### src/rtl/core/zdp_ram.sv
// Simple dual-port synchronous RAM, one write and one registered read per cycle.
// No dependencies.
module zdp_ram #(
    parameter int DEPTH = 128,
    parameter int W     = 16,
    parameter int AW    = 7
) (
    input  logic          i_clk,
    input  logic          i_we,
    input  logic [AW-1:0] i_waddr,
    input  logic [W-1:0]  i_wdata,
    input  logic [AW-1:0] i_raddr,
    output logic [W-1:0]  o_rdata
);
    logic [W-1:0] mem [DEPTH];
    logic [W-1:0] r_rdata;

    always_ff @(posedge i_clk) begin
        if (i_we) begin
            mem[i_waddr] <= i_wdata;
        end
        r_rdata <= mem[i_raddr];
    end

    assign o_rdata = r_rdata;
endmodule

### config.mk
export PLATFORM = sky130hd
export DESIGN_NAME = zdp_ram
export DESIGN_NICKNAME = d
export VERILOG_FILES = /design/src/rtl/core/zdp_ram.sv
export SDC_FILE = /design/constraint.sdc
export NUM_CORES = 2
export LEC_CHECK = 0
export BUFFER_PORTS_ARGS = -buffer_cell sky130_fd_sc_hd__clkbuf_2
export CAP_MARGIN = 20
export CORE_MARGIN = 2
export CORE_UTILIZATION = 51
export DETAILED_ROUTE_END_ITERATION = 8
export PLACE_DENSITY = 0.73
export REMOVE_ABC_BUFFERS = 1
export SLEW_MARGIN = 20
export SYNTH_ARGS = -nofsm -noshare
export SYNTH_HDL_FRONTEND = slang
export SYNTH_SLANG_ARGS = --single-unit
### constraint.sdc
create_clock -name i_clk -period 5.9 [get_ports i_clk]
set_input_delay 0.295 -clock i_clk [delete_from_list [all_inputs] [get_ports i_clk]]
set_output_delay 0.295 -clock i_clk [all_outputs]
set_load 0.05 [all_outputs]
* Word-level counts from Yosys, hierarchy flattened
Memory sizes are Yosys's and may differ from the RTL's. A register that Yosys moved wholly into a read port is not among the register bits. Index checks and enable logic that the tools add are counted.
Operators by class: mux-type cells 2, magnitude comparators 0, add/sub/neg operators 0, shifts and indexed selects 0, div/mod/pow operators 0, multipliers 0, equality and inequality tests 0, reduce and logical (&&, ||, !) cells 0, bitwise gates (word level) 0
Operators with widths (number):
- 1-bit 2-to-1 mux | 2
Word-level totals: output and inout port bits 16, memories 1, latch bits 0, memory bits (writable) 2048, bits in read-only memories 0, logic and storage cells 3, bits of input ports 32, bits in registers 0
Memory list:
- mem | depth 128, bits a word 16, rd ports 1, clocked after memory_dff 1, wr ports 1, line 15 | logic [W-1:0] mem [DEPTH];

* Logic depth before layout (Yosys ltp)
word-level depth 2, gate-level depth with buffers 7, mapped depth without buffers 4

* Worst setup path before layout
No wires, ideal clock.
path kind input-to-reg, from in i_raddr[0], to reg r_rdata[0], in the netlist o_rdata[0], read port of mem, data arrival time 2669 ps, stages 6, path slack 3110 ps, path buffers 2, library setup time 121 ps, data required time 5779 ps, cells stage by stage buf_2 buf_1 mux4_2 mux4_2 mux4_2 mux2_2
RTL lines:
- start, declared | line 12 | input logic [AW-1:0] i_raddr,
- end, declared | line 16 | logic [W-1:0] r_rdata;

==> results.cfg <==
[status]
status = finished, violations left
violations = negative hold slack

[setup_path]
worstSetupPathType = primary input to flop
crit_arrival_ps = 3470
crit_fanout = 62
worst_r2r_path_depth = 4
worst_setup_path_start_kind = primary input
worstPathRequired_ps = 6620
ff2ff_setup_slack_ps = 3400
end_kind = flop

[drt]
routed_via_density = 6.48
firstDrtPassIters = 5
wirelength_mm = 190
wl_met2_mm = 91.8
drcViolationCount = 0
m1WireLength_mm = 70.4
route.met3.wl_mm = 22.0
post_drt_wl_per_cell_um = 34.2
top_layer_used = met5
antenna_left = 0
dr.first_iter.drc_count = 5790
vias = 36000

[yosys]
postSynthCellCount = 3086
ys_seq_elements = 2064
synth_cell_type_count = 17
syn_avg_cell_area_um2 = 25.4
yosysWarnings = 0
netlist_area_um2 = 78500
seq_area_frac_synth_pct = 78.7

[floorplan]
fp-row-count = 143
start_util_pct = 51.5
coreArea_um2 = 152000
pin_count = 48
fp.dieArea_um2 = 157000
fp.dieH_um = 396
die_w_um = 396

[power]
p_int_mw = 23.7
power.density_nw_per_um2 = 339
clkPwrFrac_pct = 41.0
power_switching_mw = 6.45
combPwrFrac_pct = 5.1
vdd_ir_drop_max_mv = 0.327
finalPower_mw = 30.2
seq_power_share_pct = 53.9
power_switching_share_pct = 21.4
p_leak_nw = 27.4

[layout]
final_common_cell = edfxtp_1
area_delta_synth_final_pct = 13.3
final_cell_mix = edfxtp_1, mux4_2, clkbuf_16
drive_gt1_share_pct = 36.4
layout.cells.non_filler = 5553
nets = 3386

[clock_tree]
clkLatencyLatePin_ps = 850
cts_resized = 0
cts-root-buf = clkbuf_16
cts_buffers = 192
clk_pin_slew_worst_paths_ps = 60
cts_sinks = 2064
cts_tree = built
ctsHtreeMaxLevel = 4
clockBufferDepth = 3

[sta]
slew-limit-headroom_pct = 21.8
worstMarginPinSlew_ps = 1170
fin_ws_ps = 3150
max_freq_ghz = 0.364
rsz0062_at_grt = no
period_minus_slack_ps = 2750
hold_viol = 5
setup_viol = 0
holdWs_ps = -2.79
fin_tns_setup_ps = 0
period_share_pct = 46.6
drv_slew = 0
final.setup_skew_ps = 44.2

[global_route]
grt_max_degree = 113
grt_pass1_vias = 36400
grt-ovfl-total = 0
antenna_found_initial = 21
track_usage_pct = 24.6
grt_pass1_wl_mm = 271

[place]
portBuffers = 47
dp_hpwl_mm = 103
place_congestion = 0.796
place_ws_ps = 2280
dp_cells = 5176

[flow_run]
drv_cap = 0

[hold_path]
hp-class = primary input to flop
hold_depth = 1
-- power by group through the flow --
stage | sequential, mW | combinational (mW) | clock [mW]
final | 16.3 | 1.54 | 12.4
after detailed placement | 16.6 | 1.53 | 0
after global placement | 16.6 | 1.50 | 0
after CTS | 16.3 | 1.55 | 12.5
after global routing | 16.3 | 1.61 | 13.0
after floorplan | 16.6 | 0.606 | 0
-- per-stage QoR --
| stage | hold slack, ps | utilization, % | cell area, um^2 |
|---|---|---|---|
| 2_1_floorplan | 394 | - | 77800 |
| 3_3_place_gp | 628 | 54.1 | 82500 |
| 3_5_place_dp | 630 | 54.2 | 82600 |
| 4_1_cts | 5.28 | 58.4 | 89000 |
| 5_1_grt | 19.4 | 58.4 | 89000 |
| 6_report | -2.79 | 58.4 | 89000 |
-- worst max-delay path, stage by stage --
cell,delay [ps]
buf_8,500
buf_12,460
mux4_2,590
mux4_2,570
mux4_2,560
mux2_2,280
-- per-layer routing --
metal  up-vias  GRT usage [%]
li1      14000              -
met1     19300           34.6
met2      2280           38.5
met3       371           6.13
met4        20           7.50
met5         -              0
-- final cells by class --
class | count | area, um^2
fillers | 10400 | 63400
diodes | 6 | 15.0
flip-flops and latches | 2064 | 61800
multi-input cells | 858 | 16300
clock inverters | 127 | 1310
well taps | 2030 | 2540
repair buffers | 238 | 2060
clock buffers | 230 | 4970
-- cells in the mapped netlist (all sizes together) --
| cell | count | area [um^2] |
|---|---|---|
| nand4 | 3 | 18.8 |
| edfxtp | 2048 | 61500 |
| nand2b | 2 | 12.5 |
| nand3 | 12 | 60.1 |
| mux2 | 16 | 180 |
| mux4 | 672 | 15100 |
| nand2 | 14 | 52.6 |
| nor3 | 9 | 45.0 |
| or3 | 1 | 6.26 |
| clkbuf | 82 | 308 |
| dfxtp | 16 | 320 |
| nor2 | 122 | 458 |
| nor2b | 7 | 43.8 |
| buf | 82 | 384 |
-- registers in the layout (all words and copies together) (netlist names) --
register and flops:
o_rdata 16, mem 2048
-- cell families after synthesis --
group | count (synthesis) | share of synthesized area (%)
simple gates | 170 | 0.888
flops | 2064 | 78.7
mux | 688 | 19.5
buf+inv | 164 | 0.881
-- path summary, 6_finish.rpt --
check | from | end
worst max-delay path | i_raddr[0] | o_rdata[1]
worst max register to register | mem[61][12] | o_rdata[12]
worst min-delay path | i_wdata[3] | mem[36][3]
worst min register to register | mem[90][12] | o_rdata[12]
-- repair_timing --
item	4_1_cts	5_1_grt
hold buffers	14	0
endpoints found under the hold margin	421	0
setup buffers	0	0
(Power assumes the default switching activity.)
