--- config.mk ---
export PLATFORM = sky130hd
export DESIGN_NAME = zdp_div
export DESIGN_NICKNAME = d
export VERILOG_FILES = /design/src/rtl/core/zdp_pkg.sv /design/src/rtl/core/zdp_div.sv
export SDC_FILE = /design/constraint.sdc
export NUM_CORES = 1
export LEC_CHECK = 0
export BUFFER_PORTS_ARGS = -buffer_cell sky130_fd_sc_hd__buf_2
export CELL_PAD_IN_SITES_DETAIL_PLACEMENT = 0
export CELL_PAD_IN_SITES_GLOBAL_PLACEMENT = 2
export CORE_ASPECT_RATIO = 0.8
export CORE_MARGIN = 4
export CORE_UTILIZATION = 39
export DETAILED_ROUTE_END_ITERATION = 6
export HOLD_SLACK_MARGIN = 0.1
export PLACE_DENSITY = 0.95
export SLEW_MARGIN = 15
export SYNTH_ARGS = -nofsm -noshare
export SYNTH_HDL_FRONTEND = slang
export SYNTH_SLANG_ARGS = --single-unit
--- constraint.sdc ---
create_clock -name i_clk -period 10.5 [get_ports i_clk]
set_clock_uncertainty 0.2 [all_clocks]
set_input_delay 1.05 -clock i_clk [delete_from_list [all_inputs] [get_ports i_clk]]
set_output_delay 1.05 -clock i_clk [all_outputs]
set_load 0.02 [all_outputs]
--- src/rtl/core/zdp_pkg.sv ---
// Shared constants and codes for the z-normalized distance profile unit.
// No dependencies; zdp_in_if, zdp_out_if, zdp_div and the top level refer to this package.
package zdp_pkg;

    localparam int MAX_QUERY_LEN = 128;
    localparam int SAMPLE_BITS   = 16;

    localparam int DIST_W     = 24;
    localparam int POS_W      = 16;
    localparam int MLEN_W     = 8;
    localparam int CFG_W      = 16;
    localparam int CFG_IDX_W  = 2;
    localparam int FRAC_SHIFT = 18;
    localparam int CORR_BITS  = 30;

    localparam int MLEN_RESET = 128;
    localparam int SLEN_RESET = 1024;
    localparam int MLEN_MIN   = 2;
    localparam int SLEN_MIN   = 3;

    localparam logic MODE_QUERY  = 1'b0;
    localparam logic MODE_SERIES = 1'b1;

    typedef enum logic [CFG_IDX_W-1:0] {
        REG_QUERY_LENGTH  = 2'd0,
        REG_SERIES_LENGTH = 2'd1
    } t_reg_idx;

endpackage

--- src/rtl/core/zdp_div.sv ---
// Restoring fraction divider: quotient of num/den with num < den, one bit per cycle.
// Depends on zdp_pkg for the quotient width.
module zdp_div #(
    parameter int R_W = 67
) (
    input  logic                          i_clk,
    input  logic                          i_rst_n,
    input  logic                          i_go,
    input  logic [R_W-1:0]                i_num,
    input  logic [R_W-1:0]                i_den,
    output logic                          o_done,
    output logic [zdp_pkg::CORR_BITS-1:0] o_quot
);
    localparam int QW    = zdp_pkg::CORR_BITS;
    localparam int CNT_W = $clog2(QW);

    logic [R_W-1:0]   r_rem;
    logic [R_W-1:0]   r_den;
    logic [QW-1:0]    r_quot;
    logic [CNT_W-1:0] r_cnt;
    logic             r_busy;
    logic             r_done;
    logic [R_W-1:0]   n_shift;

    assign n_shift = {r_rem[R_W-2:0], 1'b0};

    always_ff @(posedge i_clk) begin
        if (!i_rst_n) begin
            r_busy <= 1'b0;
            r_done <= 1'b0;
            r_cnt  <= '0;
        end else begin
            r_done <= 1'b0;
            if (i_go) begin
                r_busy <= 1'b1;
                r_cnt  <= '0;
            end else if (r_busy) begin
                r_cnt <= r_cnt + CNT_W'(1);
                if (r_cnt == CNT_W'(QW - 1)) begin
                    r_busy <= 1'b0;
                    r_done <= 1'b1;
                end
            end
        end
    end

    always_ff @(posedge i_clk) begin
        if (i_go) begin
            r_rem  <= i_num;
            r_den  <= i_den;
            r_quot <= '0;
        end else if (r_busy) begin
            if (n_shift >= r_den) begin
                r_rem  <= n_shift - r_den;
                r_quot <= {r_quot[QW-2:0], 1'b1};
            end else begin
                r_rem  <= n_shift;
                r_quot <= {r_quot[QW-2:0], 1'b0};
            end
        end
    end

    assign o_done = r_done;
    assign o_quot = r_quot;
endmodule

### Word level (Yosys, flattened, before mapping)

Index checks and enable logic that the tools add are counted.

* output and inout bits: 31
* logic and storage cells: 23
* register bits after elaboration: 170
* input bits: 137

* eq/ne operators: 1
* reductions and logical operators: 3
* muxes and demuxes: 8
* bitwise logic cells: 2
* add/sub/neg operators: 2
* $lt $le $gt $ge: 1

Operator list (number)
* 2-to-1 mux 66 bit: 3
* >= comparator 67 bit: 1
* subtractor 66 bit: 1
* adder 5 x 1 -> 5 bit, second input constant: 1
* == test 5 bit, second input constant: 1
* 2-to-1 mux 1 bit: 5
* OR reduction 3 bit: 1
* inverter 1 bit: 2
* nonzero test 2 bit: 1
* OR reduction 2 bit: 1

### Logic depth before layout (Yosys ltp)

* depth in word-level cells: 4
* mapped depth: 14
* gate-level depth less buffers: 11

### Worst setup path after synthesis

OpenSTA, ideal clock, no wires.

* kind: input to register
* start: input port i_go
* end: register r_rem[0] (enable)
* data required time: 9597 ps
* cell stages on the path: 5
* path slack: 6543 ps
* library setup time: 703 ps
* buffers on the path: 3
* arrival time: 3054 ps
* path through: clkbuf_1 -> inv_1 -> buf_1 -> clkbuf_1 -> nand2_1

* cells in the longest elaborated chain, start to end: 1

Ends and longest elaborated chain
* start: declaration: line zdp_div.sv:8 `input logic i_go,`
* nonzero test 2 bit (no line)
* end signal: assignment: line zdp_div.sv:49 `r_rem <= i_num;`
* end signal: assignment: line zdp_div.sv:54 `r_rem <= n_shift - r_den;`
* end signal: assignment: line zdp_div.sv:57 `r_rem <= n_shift;`
* end: declaration: line zdp_div.sv:17 `logic [R_W-1:0] r_rem;`

No other way between the ends.
A chain may end at the register's enable or synchronous reset.

### Worst setup path in the final report

* start: register r_rem[41]
* end: register r_rem[6] (data pin)

* cells in the longest elaborated chain, start to end: 4

Ends and longest elaborated chain
* >= comparator 67 bit: line zdp_div.sv:53 `if (n_shift >= r_den) begin`
* 2-to-1 mux 66 bit: line zdp_div.sv:53
* 2-to-1 mux 66 bit: line zdp_div.sv:52 `end else if (r_busy) begin`
* 2-to-1 mux 66 bit: line zdp_div.sv:48 `if (i_go) begin`

No other way between the ends. The select of a mux whose other input is x is not followed.

==> metrics.csv <==
stage;metric;value;unit
yosys;ys_async_sr_fraction;0;%
grt;first_global_vias;9588;
yosys;ys.flop_type;edfxtp_1;
yosys;synth.distinct_cells;74;
yosys;synthCells;1202;
yosys;synth_top_area_share;35.27;%
yosys;yosys.cell_count.top_type;edfxtp_1;
yosys;yosys_warnings;0;
placement;place_congestion;0.8663;
clock_network;clk_latency;0.45;ns
sta;fin_crit;4.267;ns
worst_setup_path;start_kind;flip-flop;
sta;hold_viol;0;
routing;drt-vias-per-instance;5.696;
floorplanning;ios;168;
worst_setup_path;critical_path_class;flip-flop to flip-flop;
sta;tightest_slew;1.059;ns
yosys;yosysTopAreaCell;edfxtp_1;
sta;timing.setup.tns;0;ns
finish;area_growth_syn_to_layout;14.78;%
finish;drive_gt1_share;17.33;%
clock_network;cts_hold_buf;0;
sta;maxSlewHeadroom;29.38;%
yosys;synth-edff-count;133;
yosys;syn_area;11320;sq um
worst_setup_path;critPathMaxFanout;31;
yosys;synth_commonest_cells;edfxtp_1 (133), nand2_1 (121), inv_1 (82);
sta;final_max_slew_viol_count;0;
sta;fin_crit_sh;40.64;%
flow_run;cap_violations;0;
worst_setup_path;slowest_delay;0.48;ns
worst_setup_path;worstPathArrival;4.22;ns
clock_network;cts.path.max_buffers;2;
yosys;syn_area_per_cell;9.419;sq um
grt;antenna_found_initial;0;
worst_setup_path;crit_chain;ha_1, a21oi_1, and2_1, o21ai_0, or3_1, a21oi_1, a21oi_4, o211a_4, nor2_4, buf_4, o311ai_0;
min_path;hold_path_class;flip-flop to flip-flop;
routing;dr.first_iter.drc_count;867;
power_and_ir_drop;vdd_drop_max;0.0001519;V
routing;final_antenna_net_count;0;
power_and_ir_drop;p_leak;5.412;nW
yosys;synth_area_leaders;edfxtp_1 (35%), ha_1 (7.6%), dfxtp_1 (6.5%), nand2_1 (4.0%), a21oi_1 (3.4%);
floorplanning;coreArea;28420;sq um
power_and_ir_drop;powerDensity;203.2;nW/um^2
routing;drt_first_pass_iters;5;
finish;antennaDiodeCount;0;
worst_setup_path;path_common_cell;a21oi_1;
placement;dp_cells;1677;
sta;fmax;234.3;MHz
sta;rsz0062_at_grt;no;
finish;postLayoutCellArea;13000;sq um
routing;vias;9734;
grt;track_usage;19.61;%
routing;drc;0;
floorplanning;dieArea;31840;sq um
clock_network;cts.sinks;170;
yosys;ys_seq_elements;170;
grt;overflow;0;
floorplanning;initial_core_util;39.84;%
floorplanning;die_y;160.4;microns
clock_network;cts.htree.levels;4;
floorplanning;die_w;198.5;microns
floorplanning;rows;55;
placement;hpwl;23.13;mm
worst_setup_path;cp_slowest_cell;nor2_4;
finish;fill_cells;2806;
run_status;status;finished, final reports clean;
finish;stdcell_count;1709;
finish;num-nets-final;1533;
routing;wl_per_cell;18.58;microns
routing;wirelength;31.76;mm
clock_network;cts_resized;0;
worst_setup_path;crit_required;10.45;ns
placement;numPortBuffers;166;
clock_network;cts_root_buf;clkbuf_16;
clock_network;cts.reportedPaths.clkPinSlew;0.08;ns
clock_network;cts_tree;yes;
grt;grt_max_degree;84;
grt;grt_first_pass_wirelength;50.90;mm
clock_network;cts_setup_buffers;0;
finish;final_util;45.72;%
worst_setup_path;endpoint_kind;flip-flop;
sta;finalSetupViolCount;0;
clock_network;cts_buffers;17;
yosys;syn-num-nets;1409;
yosys;yosysSeqAreaShare;41.82;%
placement;placed_area;12390;sq um
==> cells in the final DEF (no fill, tap or decap), types with 5 or more instances in the layout <==
master | synthesis | final
nor2_1 | 74 | 74
o31ai_1 | 13 | 13
and2_1 | 30 | 30
edfxtp_1 | 133 | 133
o21ai_0 | 51 | 51
nor2b_1 | 5 | 5
a211oi_1 | 11 | 11
nor3_1 | 19 | 19
buf_2 | 8 | 165
mux2i_1 | 29 | 29
ha_1 | 69 | 69
xor2_1 | 34 | 34
o211ai_1 | 14 | 14
a31oi_1 | 13 | 13
a21oi_1 | 78 | 77
or3_1 | 11 | 11
and3_1 | 7 | 7
o21a_1 | 10 | 10
inv_1 | 82 | 81
o21ai_1 | 10 | 10
clkbuf_16 | 0 | 17
xnor2_1 | 29 | 29
nand3_1 | 21 | 21
o21bai_1 | 8 | 8
nand4_1 | 62 | 62
a41oi_1 | 19 | 19
buf_4 | 1 | 9
o311ai_1 | 27 | 27
and4_1 | 9 | 9
o311ai_2 | 5 | 5
dfxtp_1 | 37 | 36
a21o_1 | 29 | 29
nand2_1 | 121 | 120
==> worst paths after layout <==
check	startpoint	endpoint	slack, ns	depth (start not counted)
min reg2reg	r_cnt[4]	o_done	0.30	2
max reg2reg	r_rem[41]	r_rem[6]	6.23	11
max	r_rem[41]	r_rem[6]	6.23	11
min	r_cnt[4]	o_done	0.30	2
==> sequential cells by signal, summed over array words and instances (netlist names) <==
signal / flops
r_busy: 1
o_done: 1
r_den: 67
r_rem: 66
o_quot: 30
r_cnt: 5
==> cell type report <==
cell class / count / area [sq um] / area share [%]
Multi-Input combinational cell: 879 / 5976 / 45.98
Sequential cell: 170 / 4736 / 36.44
Timing Repair Buffer: 175 / 904.6 / 6.961
Tap cell: 370 / 462.9 / 3.562
Clock buffer: 17 / 425.4 / 3.274
Inverter: 83 / 311.5 / 2.397
Clock inverter: 15 / 178.9 / 1.377
==> stage by stage <==
stage          power, mW  setup slack (ns)  hold WS (ns)
6_report           2.641             6.233        0.2957
5_1_grt            2.807             6.012        0.3216
4_1_cts            2.651             6.200        0.2993
3_5_place_dp       1.983             6.197        0.2833
3_3_place_gp       1.969             6.344        0.2722
2_1_floorplan      1.705             6.543        0.2653
==> cell families after synthesis <==
logic type | Yosys count | share of synthesized area [%]
and+or+nand+nor | 381 | 16.75
AOI/OAI and AO/OA | 336 | 20.67
DFF | 170 | 41.82
buffers and inverters | 153 | 5.526
adders and majority gates | 70 | 7.802
xor gates and xnor gates | 63 | 4.873
muxes | 29 | 2.564
==> routing by layer <==
layer	global-route usage, %	up-vias	wire length [microns]
met2	29.14	278	13720
met3	3.838	30	1805
li1	-	4767	-
met4	5.127	0	513
met5	0	-	0
met1	29.29	4659	15720
==> power breakdown <==
group / leakage [nW] / internal (mW) / total [mW] / switching (mW)
registers: 1.63 / 0.839 / 0.889 / 0.0496
clock network: 0.298 / 0.341 / 0.656 / 0.315
logic: 3.48 / 0.415 / 1.10 / 0.680
==> critical path: cells and delay by family, from the launching register on <==
family	cells	cell delay [ns]
AND/OR/NAND/NOR	3	0.98
AO/OA/AOI/OAI	6	1.45
adder cells (fa/ha/maj)	1	0.42
flip-flops	1	0.40
buffers and inverters	1	0.47
Note: power is estimated with default switching activity, not from simulation.
