File: config.mk
export PLATFORM = sky130hd
export DESIGN_NAME = zdp_sqrt
export DESIGN_NICKNAME = d
export VERILOG_FILES = /design/src/rtl/core/zdp_sqrt.sv
export SDC_FILE = /design/constraint.sdc
export NUM_CORES = 1
export LEC_CHECK = 0
export BUFFER_PORTS_ARGS = -buffer_cell sky130_fd_sc_hd__buf_2
export CAP_MARGIN = 20
export CORE_AREA = 2 2 216 218
export DETAILED_ROUTE_END_ITERATION = 10
export DIE_AREA = 0 0 218 220
export PLACE_DENSITY = 0.59
export SLEW_MARGIN = 20
export SYNTH_ARGS = -nofsm -noshare
export SYNTH_HDL_FRONTEND = slang
export SYNTH_SLANG_ARGS = --single-unit
File: constraint.sdc
create_clock -name i_clk -period 11.9 [get_ports i_clk]
set_clock_uncertainty 0.2 [all_clocks]
set_input_delay 1.19 -clock i_clk [delete_from_list [all_inputs] [get_ports i_clk]]
set_output_delay 1.19 -clock i_clk [all_outputs]
set_load 0.1 [all_outputs]
File: src/rtl/core/zdp_sqrt.sv
// Iterative integer square root, one result bit per cycle (floor of sqrt).
// No dependencies.
module zdp_sqrt #(
    parameter int W = 66
) (
    input  logic           i_clk,
    input  logic           i_rst_n,
    input  logic           i_go,
    input  logic [W-1:0]   i_arg,
    output logic           o_done,
    output logic [W/2-1:0] o_root
);
    logic [W-1:0] r_x;
    logic [W-1:0] r_res;
    logic [W-1:0] r_bit;
    logic         r_busy;
    logic         r_done;
    logic [W-1:0] n_sum;
    logic         n_ge;

    assign n_sum = r_res + r_bit;
    assign n_ge  = (r_x >= n_sum);

    always_ff @(posedge i_clk) begin
        if (!i_rst_n) begin
            r_busy <= 1'b0;
            r_done <= 1'b0;
        end else begin
            r_done <= 1'b0;
            if (i_go) begin
                r_busy <= 1'b1;
            end else if (r_busy && r_bit[0]) begin
                r_busy <= 1'b0;
                r_done <= 1'b1;
            end
        end
    end

    always_ff @(posedge i_clk) begin
        if (i_go) begin
            r_x   <= i_arg;
            r_res <= '0;
            r_bit <= {2'b01, {(W-2){1'b0}}};
        end else if (r_busy) begin
            if (n_ge) begin
                r_x   <= r_x - n_sum;
                r_res <= (r_res >> 1) + r_bit;
            end else begin
                r_res <= r_res >> 1;
            end
            r_bit <= r_bit >> 2;
        end
    end

    assign o_done = r_done;
    assign o_root = r_res[W/2-1:0];
endmodule

Word level (Yosys, flattened, before mapping) --
Index checks and enable logic that the tools add are counted.
Storage, ports and cells: logic and storage cells 23, ROM bits 0, bits in latches 0, memory bits (writable) 0, bits in registers 167, bits of input ports 69, memories 0
Operators by class: div/mod/pow operators 0, order comparisons 1, multipliers 0, mux-type cells 7, reductions and logical operators 6, bitwise operators 1, shifts and indexed selects 0, equal/unequal tests 0, $add $sub $neg 3
Operator list (count):
- 2-to-1 mux 66 bit | 4
- adder 65 x 65 -> 66 bit | 1
- adder 66 x 65 -> 66 bit | 1
- greater-or-equal comparator 66 bit | 1
- subtractor 66 bit | 1
- nonzero test 2 bit | 3
- 2-to-1 mux 1 bit | 3
- AND reduction 2 bit | 1
- OR reduction 2 bit | 1
- logical AND 1 bit | 1
- NOT 1 bit | 1

Depth between registers and ports, before layout --
Gate-level depths: netlist of the first run.
depth in word-level cells 5, depth in mapped cells 26, gate-level depth less buffers 23

Least setup slack after synthesis of the first run --
Ideal clock, no wire load.
path kind flip-flop to flip-flop, from register r_res[2], to register r_x[0], enable pin, path slack 1.618 ns, setup time 0.581 ns, data arrival time 9.501 ns, period minus slack after synthesis 10.282 ns, stages on the path, launching flop included 23, required time 11.119 ns, path through dfxtp_1 > ha_1 > a31oi_1 > a211oi_1 > a221o_1 > a31oi_1 > o41ai_4 > o21ai_1 > o21ai_2 > a31oi_1 > o21ai_0 > xnor2_1 > ha_1 > clkbuf_1 > nand4_1 > or2_2 > nor4_1 > a41oi_1 > o221ai_2 > nor2_2 > clkbuf_1 > clkbuf_1 > o21ai_0
Between the ends: cells in the longest elaborated chain, start to end 4
Ends and longest elaborated chain:
- start, declared | line 14 | logic [W-1:0] r_res;
- start signal, assigned | line 47 | r_res <= (r_res >> 1) + r_bit;
- start signal, assigned | line 49 | r_res <= r_res >> 1;
- adder 66 x 65 -> 66 bit | line 21 | assign n_sum = r_res + r_bit;
- greater-or-equal comparator 66 bit | line 22 | assign n_ge = (r_x >= n_sum);
- nonzero test 2 bit (no source line)
- AND reduction 2 bit (no source line)
- end signal, assigned | line 41 | r_x <= i_arg;
- end signal, assigned | line 46 | r_x <= r_x - n_sum;
- end, declared | line 13 | logic [W-1:0] r_x;
No other way between the ends. A chain may end at the register's enable or synchronous reset.

Final worst setup path of the first run --
from register r_bit[0], to register r_x[4], enable pin
Between the ends: cells in the longest elaborated chain, start to end 4
Ends and longest elaborated chain:
- start, declared | line 15 | logic [W-1:0] r_bit;
- start signal, assigned | line 43 | r_bit <= {2'b01, {(W-2){1'b0}}};
- start signal, assigned | line 51 | r_bit <= r_bit >> 2;
- adder 66 x 65 -> 66 bit | line 21
- greater-or-equal comparator 66 bit | line 22
- nonzero test 2 bit (no source line)
- AND reduction 2 bit (no source line)
No other way between the ends.

==> reports/qor.yml, run 1 <==
totalWireLength_mm: 50.3
p_total_mw: 3.40
syn_area_mm2: 0.0158
crit_slowest_cell: "buf_4"
seq_area_mm2: 0.00401
clock.fmax_ghz: 0.129
cts.sinks: 167
yosysMostFrequentCell: "nand2_1"
ctsHtreeMaxLevel: 4
cts_made_buffers: 17
wl_per_cell_um: 19.1
gp_congestion: 0.919
slew_headroom_pct: 26.1
crit_path_max_fanout: 47
rows: 79
p_leak_nw: 6.61
worstSkewPairLatency_ns: 0.47
slew_violations: 0
chipWidth_um: 218
cts_tree: "done"
diodes: 0
synthCells: 2042
crit_path_end_kind: "register"
hp-class: "reg2reg"
synthDistinctLibCells: 84
drv_cap: 0
timing.critical_path.buf_inv: 3
crit_chain: "ha_1, ha_1, a21o_1, a31o_2, a21o_1, a221o_1, a41oi_1, nor4_1, o21bai_1, a21oi_1, a31oi_1, xor2_1, ha_1, nand2_1, nor2_1, nand4_1, or2_2, inv_1, nand3_1, a21oi_4, buf_4, nor2_4, o21ai_4, buf_4"
pwr_density_cell_mw_per_mm2: 199
die_h_um: 220
grtUsageTotal_pct: 20.9
fin_nets: 2223
post-route-period-util_pct: 64.9
final-setup-viol-count: 0
port-buffer-count: 102
synth_area_leaders: "dfxtp_1, edfxtp_1, ha_1, nand2_1, o21ai_0"
cts_hold_buf: 0
synth_common_cells: "nand2_1, nor2_1, o21ai_0"
syn2layout_area_growth_pct: 8.00
fill_cells: 4823
vias: 15400
grt_pass1_vias: 14400
synth_top_area_share_pct: 12.8
cp.arrival_ns: 7.62
slowest_delay_ns: 0.63
cts_resized: 0
cts_max_path_buffers: 2
peakVddDrop_uv: 87.0
ys_ff_latch: 167
grt_max_degree: 105
drive_above_1_share_pct: 9.55
yosys_warnings: 0
antenna_found_initial: 0
tightest_slew_ns: 1.11
grt_setup_unrepaired: "false"
place_hpwl_mm: 38.0
overflow: 0
initial_core_util_pct: 34.5
multi_input_area_mm2: 0.0110
hold_violations: 0
vias_per_cell: 5.84
required_ns: 11.80
fin_crit_ns: 7.72
critPathLaunchType: "register"
crit_top_cell: "ha_1"
drc: 0
synthFlopType: "dfxtp_1"
async_flop_share_pct: 0
yosys.area.top_type: "dfxtp_1"
synth_enable_flop_cells: 66
tns_ns: 0
core_area_mm2: 0.0459
grt_pass1_wl_mm: 79.0
status: "completed"
antenna_left: 0
cts_root_buf: "clkbuf_16"
seq_area_frac_synth_pct: 25.3
clkTransAtPathRegs_ns: 0.07
syn-num-nets: 2246
drtIter0Drc: 1355
die-area_mm2: 0.0480
io_pins: 103
crit_type: "reg2reg"
crit_family: "compound AO/OA/AOI/OAI gates"
first_pass_iters: 6
avgSynthCellArea_um2: 7.76
post_cts_buffers: 0
## kinds of logic after synthesis
family / Yosys count / synth area share [%]
xor+xnor: 155 / 8.57
flops: 167 / 25.3
mux: 47 / 3.02
compound gates: 689 / 28.3
buf+inv: 195 / 5.52
fa+ha+maj: 135 / 10.7
simple gates: 654 / 18.6
## sequential cells by signal, summed over array words and instances (netlist names)
name	cells
o_done	1
r_res	66
r_x	66
r_busy	1
r_bit	33
## worst paths after layout
| kind | from | to | slack, ns | cells past startpoint |
|---|---|---|---|---|
| min reg2reg | r_res[0] | r_res[0] | 0.31 | 2 |
| max reg2reg | r_bit[0] | r_x[4] | 4.18 | 24 |
| max | r_bit[0] | r_x[4] | 4.18 | 24 |
| min | r_res[0] | r_res[0] | 0.31 | 2 |
## metrics by stage
stage	instances	worst slack, ns	utilization, %	hold WS, ns	area (um2)
2_1_floorplan	2042	1.62	-	0.278	15800
3_3_place_gp	2607	4.37	36.0	0.296	16500
3_5_place_dp	2607	4.30	36.0	0.307	16500
4_1_cts	2639	4.26	37.3	0.315	17100
5_1_grt	2639	3.75	37.3	0.327	17100
6_report	2639	4.18	37.3	0.308	17100
## where the power goes
group / switching [mW] / internal [mW]
clock network: 0.263 / 0.330
logic: 1.24 / 0.701
registers: 0.113 / 0.759
## cells in the final DEF, fill, tap and decap left out, types with 26 or more instances in the layout
cell type | netlist | final
nand2_1 | 249 | 249
nor2_1 | 194 | 194
o21ai_0 | 178 | 177
a21oi_1 | 136 | 136
ha_1 | 134 | 134
buf_2 | 5 | 101
dfxtp_1 | 101 | 100
xor2_1 | 89 | 89
xnor2_1 | 66 | 66
edfxtp_1 | 66 | 66
a31oi_1 | 63 | 63
a21o_1 | 53 | 53
o21bai_1 | 46 | 46
nand4_1 | 44 | 44
inv_1 | 41 | 41
mux2i_1 | 41 | 41
a211oi_1 | 34 | 34
nand3_1 | 29 | 29
nor3_1 | 27 | 27
a311oi_1 | 26 | 26
## worst min-delay path, cell delays in order, from the launching register on
cell and delay [ns]:
dfxtp_1 0.33, nor2_1 0.09, a311oi_1 0.05
## routing by layer
| layer | GRT usage (%) | wire length, um |
|---|---|---|
| met5 | 0 | 0 |
| met4 | 7.62 | 1430 |
| met3 | 3.20 | 2960 |
| met2 | 33.8 | 22700 |
| met1 | 28.0 | 23200 |
## cell type report
| cell class | count | share of cell area (%) |
|---|---|---|
| Tap cell | 607 | 4.44 |
| Timing Repair Buffer | 111 | 3.42 |
| Clock inverter | 12 | 0.783 |
| Clock buffer | 20 | 2.74 |
| Sequential cell | 167 | 23.4 |
| Multi-Input combinational cell | 1680 | 64.3 |
| Inverter | 42 | 0.922 |
No activity file was read; power rests on OpenSTA's default activity.
==> run 2: changes to the inputs <==
Settings changed: PLACE_DENSITY 0.59 to 0.6.
Clock period 11.9 ns to 6.5 ns, I/O delays scaled along.
==> run 2 against run 1 <==
Fmax increased by 23%; sequential power increased by 80%; worst setup slack got worse by 3.9 ns; global-route usage increased by 0.35 points; clock-buffer cell count decreased by 2; total power increased by 87%; via count increased by 0.67%; critical path depth decreased by 1; highest routed layer unchanged.
==> reports/qor.yml, run 2 (synthesis results as in run 1) <==
seq_power_share_pct: 24.7  # -0.9 points
totalWireLength_mm: 51.3  # +2.0%
dpl.cell_count: 2651  # +1.7%
vias: 15500  # +0.67%
io_pins: 103  # unchanged
cts_made_buffers: 17  # unchanged
grt_pass1_wl_mm: 80.6  # +2.1%
diodes: 0  # unchanged
final.setup.worst_slack_ns: 0.245  # -3.93 ns
tightest_slew_ns: 1.05  # -0.0549 ns
fin_crit_ns: 6.26  # -1.47 ns
ctsHtreeMaxLevel: 4  # unchanged
grt_max_degree: 90  # -14%
wl_per_cell_um: 19.1  # +0.17%
grtUsageTotal_pct: 21.2  # +0.35 points
crit_type: "reg2reg"
initial_core_util_pct: 34.5  # unchanged
required_ns: 6.48  # -5.32 ns
place_hpwl_mm: 39.4  # +3.7%
worstSkewPairLatency_ns: 0.47  # about the same
pwr_density_cell_mw_per_mm2: 363  # +82%
slew_headroom_pct: 29.7  # +3.7 points
largestRegisters: "r_res: 66 flops, r_x: 66 flops, r_bit: 33 flops"
peakVddDrop_uv: 194  # +120%
die_h_um: 220  # unchanged
antenna_found_initial: 0  # unchanged
p_leak_nw: 6.85  # +3.8%
cts_tree: "done"
crit_chain: "ha_1, a31oi_1, a211oi_1, buf_4, a31oi_1, o21bai_1, a31oi_1, nor2b_1, nand2_1, nand2_1, xnor2_1, ha_1, nand4_1, nor3_1, and3_1, o311a_1, o21ai_1, o31ai_2, buf_4, a21boi_1, o41ai_1, xnor2_1, o21ai_0"
power_frac_comb_pct: 58.3  # +1.3 points
grt_pass1_vias: 14800  # +2.7%
crit_path_max_fanout: 6  # -87%
ff2ff_setup_slack_ns: 0.24  # -3.93 ns
crit_slowest_cell: "a31oi_1"
drive_above_1_share_pct: 12.0  # +2.5 points
vias_per_cell: 5.77  # -1.2%
status: "completed"
core_area_mm2: 0.0459  # unchanged
clock.fmax_ghz: 0.160  # +23%
die-area_mm2: 0.0480  # unchanged
cts_max_path_buffers: 2  # unchanged
syn2layout_area_growth_pct: 10.8
p_sw_share_pct: 46.9  # -0.50 points
cts.sinks: 167  # unchanged
port-buffer-count: 102  # unchanged
cp.arrival_ns: 6.24  # -1.38 ns
antenna_left: 0  # unchanged
holdWs_ns: 0.196  # -0.112 ns
drtIter0Drc: 1293  # -4.6%
fin_nets: 2272  # +2.2%
slowest_delay_ns: 0.47  # -0.16 ns
instances_no_fill: 2688  # +1.9%
final_common_cell: "nand2_1"
crit_top_cell: "a31oi_1"
first_pass_iters: 5  # -1
hp-class: "in2reg"
post-route-period-util_pct: 96.2  # +31 points
place_ws_ns: 0.245  # -4.06 ns
tns_ns: 0  # unchanged
final-setup-viol-count: 0  # unchanged
rows: 79  # unchanged
slew_violations: 0  # unchanged
gp_congestion: 0.936  # +1.9%
hold_violations: 0  # unchanged
crit_path_end_kind: "register"
grt_setup_unrepaired: "true"
reg2reg_depth: 23  # -4.2%
cts_root_buf: "clkbuf_16"
drv_cap: 0  # unchanged
overflow: 0  # unchanged
drc: 0  # unchanged
power_frac_clock_pct: 17.0  # -0.4 points
chipWidth_um: 218  # unchanged
p_total_mw: 6.37  # +87%
cts_hold_buf: 0  # unchanged
p_int_mw: 3.38  # +89%
p_sw_mw: 2.99  # +85%
holdPathStages: 2  # unchanged
critPathLaunchType: "register"
layout_common_cells: "nand2_1, nor2_1, o21ai_0, a21oi_1, ha_1"
clkTransAtPathRegs_ns: 0.07  # about the same
## run 2: worst paths after layout
| check | start | to |
|---|---|---|
| setup / recovery | r_bit[2] | r_x[63] |
| hold reg to reg | r_res[0] | r_res[0] |
| hold / removal | i_rst_n | r_busy |
| setup reg to reg | r_bit[2] | r_x[63] |
## run 2: repair_timing
item / in CTS / in global routing
gates resized for setup: 0 / 7
endpoints found under the setup margin: 0 / 124
setup buffers: 0 / 5
## run 2: cell type report
class | count | area, um2
Sequential cell | 167 | 4010
Multi-Input combinational cell | 1680 | 11000
Timing Repair Buffer | 160 | 990
Inverter | 42 | 158
Clock buffer | 18 | 429
Tap cell | 607 | 759
Clock inverter | 14 | 166
Fill cell | 4838 | 28300
## run 2: layer usage
metal	global-route usage, %	share of wire, %
met1	28.5	46
met2	34.1	45
met3	3.74	6.8
met4	7.32	2.5
met5	0	0
## run 2: critical path, delay by kind of cell, from the launching register on
family	cells	cell delay, ns
AO/OA/AOI/OAI	11	2.81
AND/OR/NAND/NOR	6	1.22
buffers and inverters	2	0.35
XOR/XNOR	2	0.32
adder cells (fa/ha/maj)	2	0.72
flip-flops	1	0.34
## run 2: metrics by stage
stage	util [%]	cell area, um2
floorplan	-	15900
global placement	36.8	16900
detailed placement	36.8	16900
CTS	38.1	17500
global route	38.3	17500
finish	38.3	17500
## run 2: power groups by stage
| stage | Sequential [mW] | Combinational, mW | Clock (mW) |
|---|---|---|---|
| after floorplan | 1.50 | 2.75 | 0 |
| after detailed placement | 1.59 | 3.63 | 0 |
| after global placement | 1.59 | 3.60 | 0 |
| after CTS | 1.57 | 3.65 | 1.10 |
| final | 1.57 | 3.71 | 1.08 |
| after global routing | 1.59 | 4.07 | 1.14 |
==> run 3: changes to the inputs <==
Settings changed: ABC_CLOCK_PERIOD_IN_PS set to 6500, GPL_TIMING_DRIVEN set to 0.
==> run 3 against run 2 <==
Hold slack improved by 0.0035 ns; critical endpoint is now r_x[22]; register-to-register slack got worse by 0.13 ns; cell area rose by 4.7%; clock power rose by 5%; critical path type unchanged; combinational power rose by 7.3%; first-iteration DRC count rose by 16%; via count rose by 6.0%; critical path depth rose by 2; largest cell class unchanged.
==> reports/qor.yml, run 3 (synthesis results as in run 1) <==
grt_max_degree: 23  # -74%
die_h_um: 220  # unchanged
place_hpwl_mm: 45.1  # +15%
io_pins: 103  # unchanged
diodes: 0  # unchanged
cts_tree: "done"
fin_crit_ns: 6.39  # +0.131 ns
totalWireLength_mm: 59.3  # +15%
cts.sinks: 167  # unchanged
grt_setup_unrepaired: "true"
antenna_left: 0  # unchanged
core_area_mm2: 0.0459  # unchanged
crit_type: "reg2reg"
pwr_density_cell_mw_per_mm2: 363  # about the same
chipWidth_um: 218  # unchanged
place_area_mm2: 0.0172  # +1.9%
slew_violations: 0  # unchanged
tns_ns: 0  # unchanged
antenna_found_initial: 0  # unchanged
cts_max_path_buffers: 2  # unchanged
hold_violations: 0  # unchanged
largestRegisters: "r_res: 66 flops, r_x: 66 flops, r_bit: 33 flops"
layout_common_cells: "nand2_1, nor2_1, o21ai_0, a21oi_1, ha_1"
first_pass_iters: 7  # +2
initial_core_util_pct: 34.5  # unchanged
slowest_delay_ns: 0.43  # -0.04 ns
drive_above_1_share_pct: 14.7  # +2.7 points
post-route-period-util_pct: 98.3  # +2.0 points
slew_headroom_pct: 30.7  # +0.98 points
peakVddDrop_uv: 195  # +0.27%
vias: 16400  # +6.0%
drc: 0  # unchanged
finalInstanceArea_mm2: 0.0184  # +4.7%
wl_per_cell_um: 21.2  # +11%
cp.arrival_ns: 6.37  # +0.13 ns
cts_made_buffers: 17  # unchanged
critPathLaunchType: "register"
grt_pass1_wl_mm: 90.0  # +12%
crit_slowest_cell: "a221o_2"
syn2layout_area_growth_pct: 16.0
clock.fmax_ghz: 0.157  # -2.1%
vias_per_cell: 5.88  # +1.9%
ctsHtreeMaxLevel: 4  # unchanged
worstSkewPairLatency_ns: 0.47  # about the same
fin_nets: 2380  # +4.8%
place_ws_ns: -2.20  # -2.45 ns
holdWs_ns: 0.200  # +0.00355 ns
crit_path_end_kind: "register"
gp_congestion: 0.972  # +3.9%
clkTransAtPathRegs_ns: 0.08  # about the same
hp-class: "in2reg"
cts_root_buf: "clkbuf_16"
final_common_cell: "nand2_1"
p_leak_nw: 7.13  # +4.0%
final-setup-viol-count: 0  # unchanged
overflow: 0  # unchanged
status: "completed"
required_ns: 6.48  # about the same
rows: 79  # unchanged
grt_pass1_vias: 15600  # +5.3%
tightest_slew_ns: 1.04  # -0.0109 ns
crit_path_max_fanout: 22  # +16
port-buffer-count: 101  # -0.98%
die-area_mm2: 0.0480  # unchanged
grtUsageTotal_pct: 24.3  # +3.1 points
drtIter0Drc: 1494  # +16%
final.setup.worst_slack_ns: 0.113  # -0.131 ns
drv_cap: 0  # unchanged
[run 3: changes by cell type in the layout (fill, tap and decap cells not counted), sizes merged]
cell | previous run | this run
bufinv | 2 | 3
buf | 160 | 167
clkinv | 7 | 2
inv | 47 | 51
clkbuf | 18 | 119
[run 3: report_power, final]
part	switching (mW)	total [mW]	internal (mW)
clock network	0.518	1.13	0.616
registers	0.172	1.56	1.39
logic	2.52	3.98	1.46
total	3.21	6.68	3.46
[run 3: path summary, 6_finish.rpt]
check	startpoint	endpoint	slack, ns	cells past startpoint
max	r_bit[0]	r_x[22]	0.11	25
min	i_rst_n	r_busy	0.20	2
max reg2reg	r_bit[0]	r_x[22]	0.11	25
min reg2reg	r_res[2]	r_res[2]	0.32	2
[run 3: through the flow]
stage / cells / utilization, % / power, mW
2_1_floorplan: 2042 / - / 4.25
3_3_place_gp: 2750 / 37.3 / 5.22
3_5_place_dp: 2753 / 37.5 / 5.28
4_1_cts: 2791 / 39.5 / 6.54
5_1_grt: 2796 / 40.1 / 7.11
6_report: 2796 / 40.1 / 6.68
[run 3: layout make-up]
cell class                      count  area (um2)
Fill cell                        4781       27500
Tap cell                          607         759
Inverter                           42         158
Multi-Input combinational cell   1680       11400
Buffer                            142         717
Clock buffer                       18         429
Sequential cell                   167        4010
Clock inverter                     14         181
Timing Repair Buffer              126         766
[run 3: repair_timing]
item	4_1_cts	5_1_grt
pin swaps	11	20
setup buffers	11	11
hold buffers	0	0
endpoints found under the setup margin	141	139
gates resized for setup	48	52
[run 3: worst max-delay path: cells and delay by family (launching register included)]
family          cells  cell delay (ns)
buf+inv             5             0.94
compound gates     11             2.59
flops               1             0.37
fa+ha+maj           3             0.65
xor+xnor            1             0.34
simple gates        5             0.95
[run 3: metal layers]
| metal | global-route usage (%) | share of wire, % | vias to the layer above |
|---|---|---|---|
| met5 | 0 | 0 | - |
| met4 | 7.94 | 3.2 | 0 |
| met3 | 3.63 | 7.0 | 110 |
| met2 | 39.9 | 45 | 672 |
| met1 | 32.7 | 45 | 7873 |
| li1 | - | - | 7785 |
